### src/hdl/vmt_pkg.sv
// Shared constants for the vector move-towards block.
`default_nettype none
package vmt_pkg;
  localparam int WORD_BITS = 32;
  localparam int FRACTION_BITS = 12;
endpackage
`default_nettype wire

### src/hdl/vmt_div_cell.sv
// One quotient bit of the two-lane pipelined restoring divider.
`default_nettype none
module vmt_div_cell #(
  parameter int WORD_BITS = vmt_pkg::WORD_BITS,
  parameter int NUM_BITS  = vmt_pkg::WORD_BITS + vmt_pkg::FRACTION_BITS,
  parameter int SIDE_W    = 1
) (
  input  wire logic                          clk,
  input  wire logic                          rst,
  input  wire logic                          adv,
  input  wire logic                          up_valid,
  input  wire logic [WORD_BITS-1:0]          up_div,
  input  wire logic [1:0][WORD_BITS-1:0]     up_rem,
  input  wire logic [1:0][NUM_BITS-1:0]      up_num,
  input  wire logic [1:0][WORD_BITS-1:0]     up_quo,
  input  wire logic [SIDE_W-1:0]             up_side,
  output logic                               dn_valid,
  output logic [WORD_BITS-1:0]               dn_div,
  output logic [1:0][WORD_BITS-1:0]          dn_rem,
  output logic [1:0][NUM_BITS-1:0]          dn_num,
  output logic [1:0][WORD_BITS-1:0]          dn_quo,
  output logic [SIDE_W-1:0]                  dn_side
);
  logic [1:0][WORD_BITS:0]   t;
  logic [1:0][WORD_BITS-1:0] rem_next;
  logic [1:0][WORD_BITS-1:0] quo_next;

  always_comb begin
    for (int l = 0; l < 2; l++) begin
      t[l] = {up_rem[l], up_num[l][NUM_BITS-1]};
      if (t[l] >= {1'b0, up_div}) begin
        rem_next[l] = WORD_BITS'(t[l] - {1'b0, up_div});
        quo_next[l] = {up_quo[l][WORD_BITS-2:0], 1'b1};
      end else begin
        rem_next[l] = t[l][WORD_BITS-1:0];
        quo_next[l] = {up_quo[l][WORD_BITS-2:0], 1'b0};
      end
    end
  end

  always_ff @(posedge clk) begin
    if (rst) begin
      dn_valid <= 1'b0;
    end else if (adv) begin
      dn_valid <= up_valid;
    end
  end

  always_ff @(posedge clk) begin
    if (adv) begin
      dn_div  <= up_div;
      dn_rem  <= rem_next;
      dn_quo  <= quo_next;
      dn_side <= up_side;
      for (int l = 0; l < 2; l++) begin
        dn_num[l] <= {up_num[l][NUM_BITS-2:0], 1'b0};
      end
    end
  end
endmodule
`default_nettype wire

### config.mk
export PLATFORM = sky130hd
export DESIGN_NAME = vmt_div_cell
export DESIGN_NICKNAME = d
export VERILOG_FILES = /design/src/hdl/vmt_pkg.sv /design/src/hdl/vmt_div_cell.sv
export SDC_FILE = /design/constraint.sdc
export NUM_CORES = 1
export LEC_CHECK = 0
export ABC_CLOCK_PERIOD_IN_PS = 5000
export BUFFER_PORTS_ARGS = -buffer_cell sky130_fd_sc_hd__buf_2
export CORE_AREA = 2 2 197 199
export CTS_BUF_LIST = sky130_fd_sc_hd__clkbuf_4 sky130_fd_sc_hd__clkbuf_8
export CTS_CLUSTER_DIAMETER = 60
export CTS_CLUSTER_SIZE = 16
export DETAILED_ROUTE_END_ITERATION = 10
export DIE_AREA = 0 0 199 201
export GPL_TIMING_DRIVEN = 0
export HOLD_SLACK_MARGIN = 0.15
export PLACE_DENSITY_LB_ADDON = 0.2
export SYNTH_ARGS = -nofsm -noshare
export SYNTH_HDL_FRONTEND = slang
export SYNTH_SLANG_ARGS = --single-unit
export TNS_END_PERCENT = 10
### constraint.sdc
create_clock -name clk -period 5 [get_ports clk]
set_clock_uncertainty 0.05 [all_clocks]
set_input_delay 1 -clock clk [delete_from_list [all_inputs] [get_ports clk]]
set_output_delay 1 -clock clk [all_outputs]
set_load 0.1 [all_outputs]
==> results.sh, run 1 <==
export IMPL_die_h_um=201
export IMPL_worstSetupStartpoint="up_div[3]"
export IMPL_drv_slew=0
export IMPL_grt_pass1_wl_um=58800
export IMPL_drtIter0Drc=436
export IMPL_worst_pin_slew_ns=0.801
export IMPL_max_freq_ghz=0.265
export IMPL_syn_area_per_cell_um2=12.7
export IMPL_clock_latency_ns=0.62
export IMPL_root_buffer="clkbuf_8"
export IMPL_io_buffer_count=498
export IMPL_ys_top_cells_by_area="edfxtp_1 64%, ha_1 6.9%, nand2_1 3.1%, o21ai_0 3.0%, a21oi_1 2.8%"
export IMPL_netlist_area_leader_share_pct=63.7
export IMPL_syn2layout_area_growth_pct=33.9
export IMPL_slowest_delay_ns=0.40
export IMPL_finalSetupViolCount=0
export IMPL_start_util_pct=30.6
export IMPL_r2r_cells=2
export IMPL_hold_depth=2
export IMPL_cts_repair_resized=0
export IMPL_grt_pass1_vias=9489
export IMPL_cts_buffers=30
export IMPL_seqPwrFrac_pct=37.9
export IMPL_rows=72
export IMPL_synth_seq_area_share_pct=63.9
export IMPL_clk_pin_slew_worst_paths_ns=0.09
export IMPL_crit_chain="buf_2, inv_1, ha_1, nand3_1, o21bai_1, a311oi_2, o2111ai_1, a21oi_1, a31oi_2, buf_2, buf_2, nand2_1, o21ai_0"
export IMPL_ctsHoldBuffers=0
export IMPL_htree_levels=1
export IMPL_viasPerCell=4.64
export IMPL_track_usage_pct=19.9
export IMPL_routed_wl_um=41100
export IMPL_clk_path_buf_depth=3
export IMPL_outcome="completed"
export IMPL_utilization_pct=40.9
export IMPL_dpl_worst_slack_ns=0.592
export IMPL_layout_min_cycle_time_ns=3.78
export IMPL_slew_headroom_pct=46.3
export IMPL_rrSetupSlack_ns=4.36
export IMPL_irDropWorstVdd_uv=194
export IMPL_max_cap_violations=0
export IMPL_synth_cell_types=57
export IMPL_hpwl_um=33700
export IMPL_final_area_mm2=0.0156
export IMPL_ys_seq_elements=248
export IMPL_placed_cell_area_mm2=0.0149
export IMPL_yosysWarnings=0
export IMPL_r2r_start="dn_valid"
export IMPL_drcViolationCount=0
export IMPL_synth_area_mm2=0.0116
export IMPL_io_pins=503
export IMPL_net_switching_power_w=0.00307
export IMPL_grt_max_degree=126
export IMPL_final_antenna_net_count=0
export IMPL_p_total_w=0.00684
export IMPL_power_density_mw_per_mm2=438
export IMPL_p_leak_nw=6.82
export IMPL_cp_arrival_ns=4.07
export IMPL_synth_most_common_cell="edfxtp_1"
export IMPL_wl_per_cell_um=20.6
export IMPL_syn_instance_count=915
export IMPL_p_sw_share_pct=44.9
export IMPL_hold_end="dn_valid"
export IMPL_timing_final_crit_share_pct=75.6
export IMPL_synth_main_ff_cell="edfxtp_1"
export IMPL_p_clk_share_pct=24.8
export IMPL_synth_edf_count=247
export IMPL_clock_sinks=248
export IMPL_worstHoldStart="dn_valid"
export IMPL_die_w_um=199
export IMPL_hold_viol=0
export IMPL_drive_gt1_share_pct=39.9
export IMPL_async_flop_share_pct=0
export IMPL_hold_path_class="flip-flop to flip-flop"
export IMPL_tritoncts="built"
export IMPL_critical_path_required_ns=5.29
export IMPL_antenna_found_initial=14
export IMPL_pwr_share_comb_pct=37.4
export IMPL_coreArea_mm2=0.0381
export IMPL_synth_top_cell_by_area="edfxtp_1"
export IMPL_first_pass_iters=4
export IMPL_cp_top_family="compound AO/OA/AOI/OAI gates"
export IMPL_layout_setup_ws_ns=1.22
export IMPL_r2r_end="dn_valid"
export IMPL_fin_nets=1767
export IMPL_cpMostUsedCell="buf_2"
export IMPL_gp_congestion=0.861
export IMPL_internal_power_w=0.00376
export IMPL_path_max_fanout=10
export IMPL_critPathBufInv=4
export IMPL_gr_total_overflow=0
export IMPL_path_class="input pin to flip-flop"
export IMPL_crit_path_top_delay_cell="a311oi_2"
export IMPL_critPathCaptureType="flip-flop"
export IMPL_die_area_mm2=0.0400
export IMPL_start_kind="input pin"
export IMPL_cts_setup_buffers=0
export IMPL_synth_commonest_cells="247 x edfxtp_1, 97 x nand2_1, 70 x o21ai_0"
export IMPL_vias=9267
export IMPL_fin_hold_ws_ns=0.460
export IMPL_rsz0062_at_grt="no"
==> power by group through the flow <==
| stage | Sequential, W | Combinational (W) | Clock (W) |
|---|---|---|---|
| after global routing | 0.00261 | 0.00268 | 0.00184 |
| after detailed placement | 0.00264 | 0.00256 | 0 |
| after global placement | 0.00265 | 0.00255 | 0 |
| after CTS | 0.00259 | 0.00257 | 0.00177 |
| final | 0.00259 | 0.00255 | 0.00169 |
| after floorplan | 0.00417 | 0.000489 | 0 |
==> cells in the final DEF, fill, tap and decap left out, types with 3 or more instances in the layout <==
master	synthesis	routed
inv_6	0	4
xnor2_1	26	26
xor2_1	30	30
nand4_1	15	15
clkbuf_8	0	31
nor3_1	7	7
o21bai_1	13	13
nor2_1	29	29
nand2_1	97	97
buf_2	5	502
a211oi_1	5	5
ha_1	64	64
o21ai_0	70	70
mux2_2	6	6
nor2b_1	9	9
clkbuf_1	20	20
o211ai_1	6	6
a21oi_1	64	64
and2_1	6	6
a21o_1	25	25
inv_1	55	55
diode_2	0	6
inv_8	0	4
clkinv_4	0	3
a31o_2	4	4
a31oi_1	9	9
o21ai_1	17	17
clkinv_8	0	3
buf_6	3	3
and3_1	9	9
nand2b_1	6	6
clkinvlp_4	0	3
nand3_1	25	25
edfxtp_1	247	247
==> cell families (layout without fill, tap and decap cells) <==
kind of cell               count (synthesis)  count (layout)  share of synthesized area (%)
AOI/OAI and AO/OA                        238             238                           12.4
muxes                                      8               8                          0.752
and+or+nand+nor                          212             212                           8.42
xor gates and xnor gates                  56              56                           4.21
other                                      1               8                         0.0322
DFF                                      248             248                           63.9
buffers and inverters                     86             642                           3.08
adders and majority gates                 66              66                           7.22
==> through the flow <==
stage	instances	TNS (ns)
6_report	1996	0
5_1_grt	1996	0
4_1_cts	1990	0
3_5_place_dp	1934	0
3_3_place_gp	1932	-180.97
2_1_floorplan	916	0
==> per-layer routing <==
| layer | share of wire, % | vias to the layer above | track usage, % |
|---|---|---|---|
| li1 | - | 4478 | - |
| met1 | 37 | 4386 | 21.3 |
| met2 | 53 | 329 | 37.5 |
| met3 | 8.2 | 64 | 5.76 |
| met4 | 2.0 | 10 | 5.78 |
| met5 | 0.18 | - | 0 |
==> worst register-to-register path, cell delays in order, from the launching register on <==
cell     delay, ns
dfxtp_1       0.32
mux2i_1       0.12
nor2_1        0.06
==> cell type report <==
| type | count | area [um^2] |
|---|---|---|
| fill | 3791 | 22500 |
| sequential | 248 | 7440 |
| multi-input combinational | 582 | 3850 |
| timing repair buffer | 500 | 2560 |
| tap | 518 | 648 |
| clock buffer | 33 | 442 |
| clock inverter | 23 | 280 |
| inverter | 56 | 210 |
| buffer | 30 | 149 |
| antenna | 6 | 15.0 |
==> registers in the layout, summed over array words and instances (netlist names) <==
signal / cells
dn_num: 86
dn_quo: 64
dn_rem: 64
dn_div: 32
dn_side: 1
dn_valid: 1
==> how the worst max path moves through the flow <==
stage | end | slack (ns) | cells after the start
after global routing | dn_rem[61] | 1.06 | 13
after detailed placement | dn_rem[57] | 0.59 | 13
after CTS | dn_rem[57] | 1.24 | 13
after floorplan | dn_rem[14] | 1.52 | 11
after global placement | dn_valid | -0.83 | 3
final | dn_rem[57] | 1.22 | 13
No activity file was read; power rests on OpenSTA's default activity.
==> run 2, diff against run 1 <==
ABC_AREA = 1   (was not set)
ABC_CLOCK_PERIOD_IN_PS = 3330   (was 5000)
clock period = 3.33 ns   (was 5 ns; I/O delays follow)
==> run 2 against run 1 <==
Die area did not move. Core utilization rose by 8.9 points. Sequential cell count did not move. Register-to-register slack got worse by 1.7 ns. Non-clock buffer count rose by 132.
==> results.sh, run 2 <==
export IMPL_path_class="input pin to flip-flop"
export IMPL_r2r_start="dn_valid"
export IMPL_final_area_mm2=0.0190
export IMPL_fin_nets=2595
export IMPL_synth_main_ff_cell="edfxtp_1"
export IMPL_ctsHoldBuffers=141
export IMPL_timing_final_crit_share_pct=74.7
export IMPL_hpwl_um=37600
export IMPL_top_register="dn_num"
export IMPL_cp_top_family="simple AND/OR/NAND/NOR gates"
export IMPL_io_buffer_count=498
export IMPL_crit_path_top_delay_cell="ha_1"
export IMPL_track_usage_pct=23.1
export IMPL_wl_per_cell_um=16.9
export IMPL_worstSetupStartpoint="up_div[17]"
export IMPL_routed_wl_um=47500
export IMPL_critPathCaptureType="flip-flop"
export IMPL_synth_commonest_cells="615 x nand2_1, 295 x inv_1, 247 x edfxtp_1"
export IMPL_first_pass_iters=5
export IMPL_clk_pin_slew_worst_paths_ns=0.10
export IMPL_grt_pass1_wl_um=69800
export IMPL_r2r_cells=2
export IMPL_synth_cell_types=38
export IMPL_gr_total_overflow=0
export IMPL_vias=12600
export IMPL_max_freq_ghz=0.402
export IMPL_outcome="completed"
export IMPL_r2r_end="dn_valid"
export IMPL_mostFrequentLayoutCells="615 x nand2_1, 504 x buf_2, 295 x inv_1"
export IMPL_start_util_pct=36.5
export IMPL_synth_top_cell_by_area="edfxtp_1"
export IMPL_netlist_area_leader_share_pct=53.4
export IMPL_synth_area_mm2=0.0139
export IMPL_gp_congestion=0.898
export IMPL_die_w_um=199
export IMPL_ys_top_cells_by_area="edfxtp_1 53%, nand2_1 17%, inv_1 8.0%, ha_1 5.8%, nand3_1 4.5%"
export IMPL_final_antenna_net_count=0
export IMPL_drcViolationCount=0
export IMPL_rrSetupSlack_ns=2.70
export IMPL_finalSetupViolCount=0
export IMPL_grt_max_degree=132
export IMPL_cts_repair_resized=0
export IMPL_rows=72
export IMPL_tns_ns=0
export IMPL_coreArea_mm2=0.0381
export IMPL_fillers=3745
export IMPL_root_buffer="clkbuf_8"
export IMPL_cts_buffers=24
export IMPL_slew_headroom_pct=35.2
export IMPL_worstHoldStart="up_num[29]"
export IMPL_irDropWorstVdd_uv=301
export IMPL_htree_levels=1
export IMPL_clock_sinks=248
export IMPL_viasPerCell=4.49
export IMPL_synth_seq_area_share_pct=53.5
export IMPL_synth_most_common_cell="nand2_1"
export IMPL_io_pins=503
export IMPL_hold_path_class="input pin to flip-flop"
export IMPL_die_area_mm2=0.0400
export IMPL_ys_seq_elements=248
export IMPL_slowest_delay_ns=0.43
export IMPL_syn2layout_area_growth_pct=36.5
export IMPL_dpl_worst_slack_ns=0.239
export IMPL_drtIter0Drc=654
export IMPL_syn_instance_count=1608
export IMPL_tritoncts="built"
export IMPL_drv_slew=0
export IMPL_drive_gt1_share_pct=26.8
export IMPL_hold_depth=1
export IMPL_path_max_fanout=10
export IMPL_cp_arrival_ns=2.90
export IMPL_cpMostUsedCell="nand2_1"
export IMPL_grt_pass1_vias=12600
export IMPL_syn_area_per_cell_um2=8.64
export IMPL_start_kind="input pin"
export IMPL_critPathBufInv=3
export IMPL_worst_pin_slew_ns=0.972
export IMPL_rsz0062_at_grt="no"
export IMPL_clock_latency_ns=0.60
export IMPL_largest_reg_flops=86
export IMPL_placed_cell_area_mm2=0.0171
export IMPL_yosysWarnings=0
export IMPL_hold_end="dn_num[30]"
export IMPL_final_common_cell="nand2_1"
export IMPL_power_density_mw_per_mm2=519
export IMPL_synth_edf_count=247
export IMPL_die_h_um=201
export IMPL_cts_setup_buffers=0
export IMPL_max_cap_violations=0
export IMPL_clk_path_buf_depth=3
export IMPL_antenna_found_initial=11
export IMPL_crit_chain="buf_2, inv_1, ha_1, nand2_1, nor2_2, nand2_1, nor3_1, nand3_1, nand4_4, buf_12, nand2_2, nand2_1"
export IMPL_layout_setup_ws_ns=0.842
export IMPL_hold_viol=0
export IMPL_async_flop_share_pct=0
export IMPL_critical_path_required_ns=3.74
export IMPL_p_leak_nw=9.83
export IMPL_layout_min_cycle_time_ns=2.49
export IMPL_reg_top3="dn_num (86), dn_quo (64), dn_rem (64)"
-- run 2: where the power goes --
| group | switching [W] | internal, W |
|---|---|---|
| combinational | 0.00330 | 0.000811 |
| sequential | 0.0000713 | 0.00380 |
| clock | 0.00115 | 0.000727 |
| total | 0.00452 | 0.00533 |
-- run 2: layout make-up --
cell class	instances	area, um^2	share of cell area (%)
buffer	21	199	1.05
timing repair buffer	641	3950	20.8
clock buffer	24	330	1.74
clock inverter	13	119	0.627
antenna	9	22.5	0.119
sequential	248	7440	39.2
inverter	299	1120	5.92
multi-input combinational	1041	5140	27.1
tap	518	648	3.42
-- run 2: worst max path at each step --
stage | slack (ns) | to | depth (start not counted)
6_report | 0.84 | dn_rem[46] | 12
5_1_grt | 0.68 | dn_rem[46] | 13
4_1_cts | 0.91 | dn_rem[46] | 13
3_5_place_dp | 0.24 | dn_rem[46] | 13
3_3_place_gp | -1.97 | dn_valid | 3
2_1_floorplan | 0.97 | dn_rem[20] | 16
-- run 2: worst register-to-register path, delay by kind of cell (launching register included) --
kind / cells / cell delay (ns)
flip-flops: 1 / 0.32
multiplexers: 1 / 0.12
AND/OR/NAND/NOR: 1 / 0.05
-- run 2: routing by layer --
metal  track usage (%)  routed length, um  vias to the layer above
li1                  -                  -                     6424
met1              26.0              18400                     5746
met2              43.6              24800                      377
met3              3.48               2510                       90
met4              8.58               1770                        0
met5                 0                  0                        -
-- run 2: kinds of logic after synthesis --
family / count (synthesis) / synth area share [%]
xor gates and xnor gates: 28 / 1.77
AOI/OAI and AO/OA: 40 / 1.52
adders and majority gates: 66 / 6.05
DFF: 248 / 53.5
other: 1 / 0.0270
muxes: 1 / 0.0720
and+or+nand+nor: 904 / 27.5
buffers and inverters: 320 / 9.51
-- run 2: through the flow --
stage	hold WS [ns]	utilization [%]	std cells	total power, W
global route	0.150	49.8	2814	0.0103
finish	0.194	49.8	2814	0.00985
CTS	0.150	49.7	2804	0.00994
floorplan	0.688	-	1609	0.00706
detailed placement	0.434	44.8	2626	0.00790
global placement	0.422	44.7	2625	0.00790
==> run 3, diff against run 2 <==
ABC_AREA = 0   (was 1)
ABC_CLOCK_PERIOD_IN_PS = 2200   (was 3330)
CORE_AREA = 2 2 196 198   (was 2 2 197 199)
DIE_AREA = 0 0 198 200   (was 0 0 199 201)
clock period = 2.2 ns   (was 3.33 ns; I/O delays follow)
==> run 3 against run 2 <==
The flow now finishes with violations (setup timing). Sequential cell count stayed put. Worst hold slack worse by 0.011 ns. First-iteration DRC count is 36% lower. Cell count is 19% lower. Critical path type unchanged. Highest routed layer is now met5.
==> results.sh, run 3 (synthesis gave the netlist of run 1 again) <==
export IMPL_violations="setup timing"
export IMPL_grt_pass1_wl_um=64300
export IMPL_coreArea_mm2=0.0374
export IMPL_utilization_pct=52.8
export IMPL_drv_slew=0
export IMPL_path_class="input pin to flip-flop"
export IMPL_cpMostUsedCell="buf_4"
export IMPL_max_freq_ghz=0.421
export IMPL_rrSetupSlack_ns=0.99
export IMPL_die_w_um=198
export IMPL_hold_depth=3
export IMPL_routed_wl_um=45300
export IMPL_drtIter0Drc=421
export IMPL_clock_sinks=248
export IMPL_fin_nets=2057
export IMPL_die_area_mm2=0.0396
export IMPL_start_kind="input pin"
export IMPL_cts_buffers=27
export IMPL_io_pins=503
export IMPL_worstSetupEndpoint="dn_rem[24]"
export IMPL_clk_path_buf_depth=3
export IMPL_r2r_end="dn_valid"
export IMPL_critPathCaptureType="flip-flop"
export IMPL_irDropWorstVdd_uv=534
export IMPL_final_common_cell="buf_2"
export IMPL_worstHoldStart="up_rem[33]"
export IMPL_critical_path_required_ns=2.52
export IMPL_max_cap_violations=0
export IMPL_r2r_start="dn_valid"
export IMPL_die_h_um=200
export IMPL_vias=10700
export IMPL_final_antenna_net_count=0
export IMPL_fillers=3378
export IMPL_gp_congestion=0.861
export IMPL_highest_layer="met5"
export IMPL_first_pass_iters=4
export IMPL_cp_arrival_ns=2.69
export IMPL_htree_levels=1
export IMPL_gr_total_overflow=0
export IMPL_timing_final_crit_share_pct=108
export IMPL_outcome="finished, violations left"
export IMPL_critPathBufInv=4
export IMPL_drcViolationCount=0
export IMPL_grt_pass1_vias=11100
export IMPL_finalSetupViolCount=64
export IMPL_hpwl_um=34300
export IMPL_slew_headroom_pct=46.9
export IMPL_cp_top_family="compound AO/OA/AOI/OAI gates"
export IMPL_mostFrequentLayoutCells="482 x buf_2, 247 x edfxtp_1, 246 x dlygate4sd3_1"
export IMPL_met1Wirelength_um=16600
export IMPL_path_max_fanout=4
export IMPL_tns_ns=-7.22
export IMPL_viasPerCell=4.67
export IMPL_worst_pin_slew_ns=0.796
export IMPL_top_register="dn_num"
export IMPL_reg_top3="dn_num (86), dn_quo (64), dn_rem (64)"
export IMPL_crit_path_top_delay_cell="xnor2_1"
export IMPL_largest_reg_flops=86
export IMPL_clk_pin_slew_worst_paths_ns=0.08
export IMPL_io_buffer_count=498
export IMPL_r2r_cells=3
export IMPL_layout_setup_ws_ns=-0.173
export IMPL_layout_min_cycle_time_ns=2.37
export IMPL_power_density_mw_per_mm2=821
export IMPL_p_leak_nw=8.27
export IMPL_rsz0062_at_grt="yes"
export IMPL_crit_chain="buf_4, inv_4, ha_4, buf_4, a21oi_2, o211ai_1, a21o_1, a21oi_2, o21ai_2, a311oi_2, buf_4, o21ai_1, xnor2_1, o21ai_2"
export IMPL_slowest_delay_ns=0.29
export IMPL_hold_viol=0
export IMPL_dr_wl_met3_um=3030
export IMPL_wl_per_cell_um=19.8
export IMPL_worstSetupStartpoint="up_div[8]"
export IMPL_antenna_found_initial=14
export IMPL_root_buffer="clkbuf_8"
export IMPL_start_util_pct=31.1
export IMPL_route_met2_wl_um=23700
export IMPL_rows=71
export IMPL_grt_max_degree=95
export IMPL_clock_latency_ns=0.62
export IMPL_hold_path_class="input pin to flip-flop"
export IMPL_drive_gt1_share_pct=45.8
export IMPL_tritoncts="built"
export IMPL_syn2layout_area_growth_pct=69.5
export IMPL_path_depth=14
export IMPL_track_usage_pct=21.8
==> run 3: metrics by stage <==
| step | cell area, um^2 | total power (W) | setup WS, ns | hold slack, ns | std cells |
|---|---|---|---|---|---|
| after floorplan | 11800 | 0.0106 | -0.536 | 0.462 | 916 |
| after global placement | 14900 | 0.0119 | -3.04 | 0.429 | 1925 |
| after detailed placement | 15000 | 0.0119 | -1.54 | 0.477 | 1927 |
| after CTS | 19100 | 0.0161 | -0.245 | 0.155 | 2255 |
| after global routing | 19700 | 0.0168 | -0.227 | 0.162 | 2280 |
| final | 19700 | 0.0162 | -0.173 | 0.184 | 2283 |
==> run 3: per-layer routing <==
layer	vias to the layer above	track usage [%]
met1	5125	23.1
met3	93	5.90
met5	-	0
li1	5075	-
met2	354	40.7
met4	6	9.72
==> run 3: cell type report <==
type	instances	area [um^2]	area share, %
multi-input combinational	582	4850	24.5
timing repair buffer	804	5660	28.7
buffer	19	223	1.13
clock buffer	34	430	2.18
clock inverter	16	200	1.01
sequential	248	7440	37.7
antenna	13	32.5	0.165
tap	511	639	3.24
inverter	56	269	1.36
==> run 3: worst register-to-register path, stage by stage (launching register included) <==
cell	delay, ns
dfxtp_1	0.33
mux2i_1	0.12
nor2_1	0.06
dlygate4sd3_1	0.55
==> run 3: timing repair <==
| action | CTS | global route |
|---|---|---|
| endpoints found under the hold margin | 245 | 0 |
| gates cloned | 3 | 0 |
| setup buffers | 38 | 18 |
| setup endpoints to repair | 66 | 64 |
| gates resized for setup | 180 | 119 |
| hold buffers | 246 | 0 |
| pin swaps | 48 | 49 |
==> run 3: power by group <==
group / total [W] / internal, W / switching (W)
registers: 0.00590 / 0.00578 / 0.000124
logic: 0.00683 / 0.00173 / 0.00510
clock network: 0.00347 / 0.00153 / 0.00193
==> run 3: worst min path at each step <==
stage / slack (ns) / endpoint
4_1_cts: 0.16 / dn_rem[34]
6_report: 0.18 / dn_rem[34]
5_1_grt: 0.16 / dn_rem[34]
2_1_floorplan: 0.46 / dn_valid
3_5_place_dp: 0.48 / dn_valid
3_3_place_gp: 0.43 / dn_valid
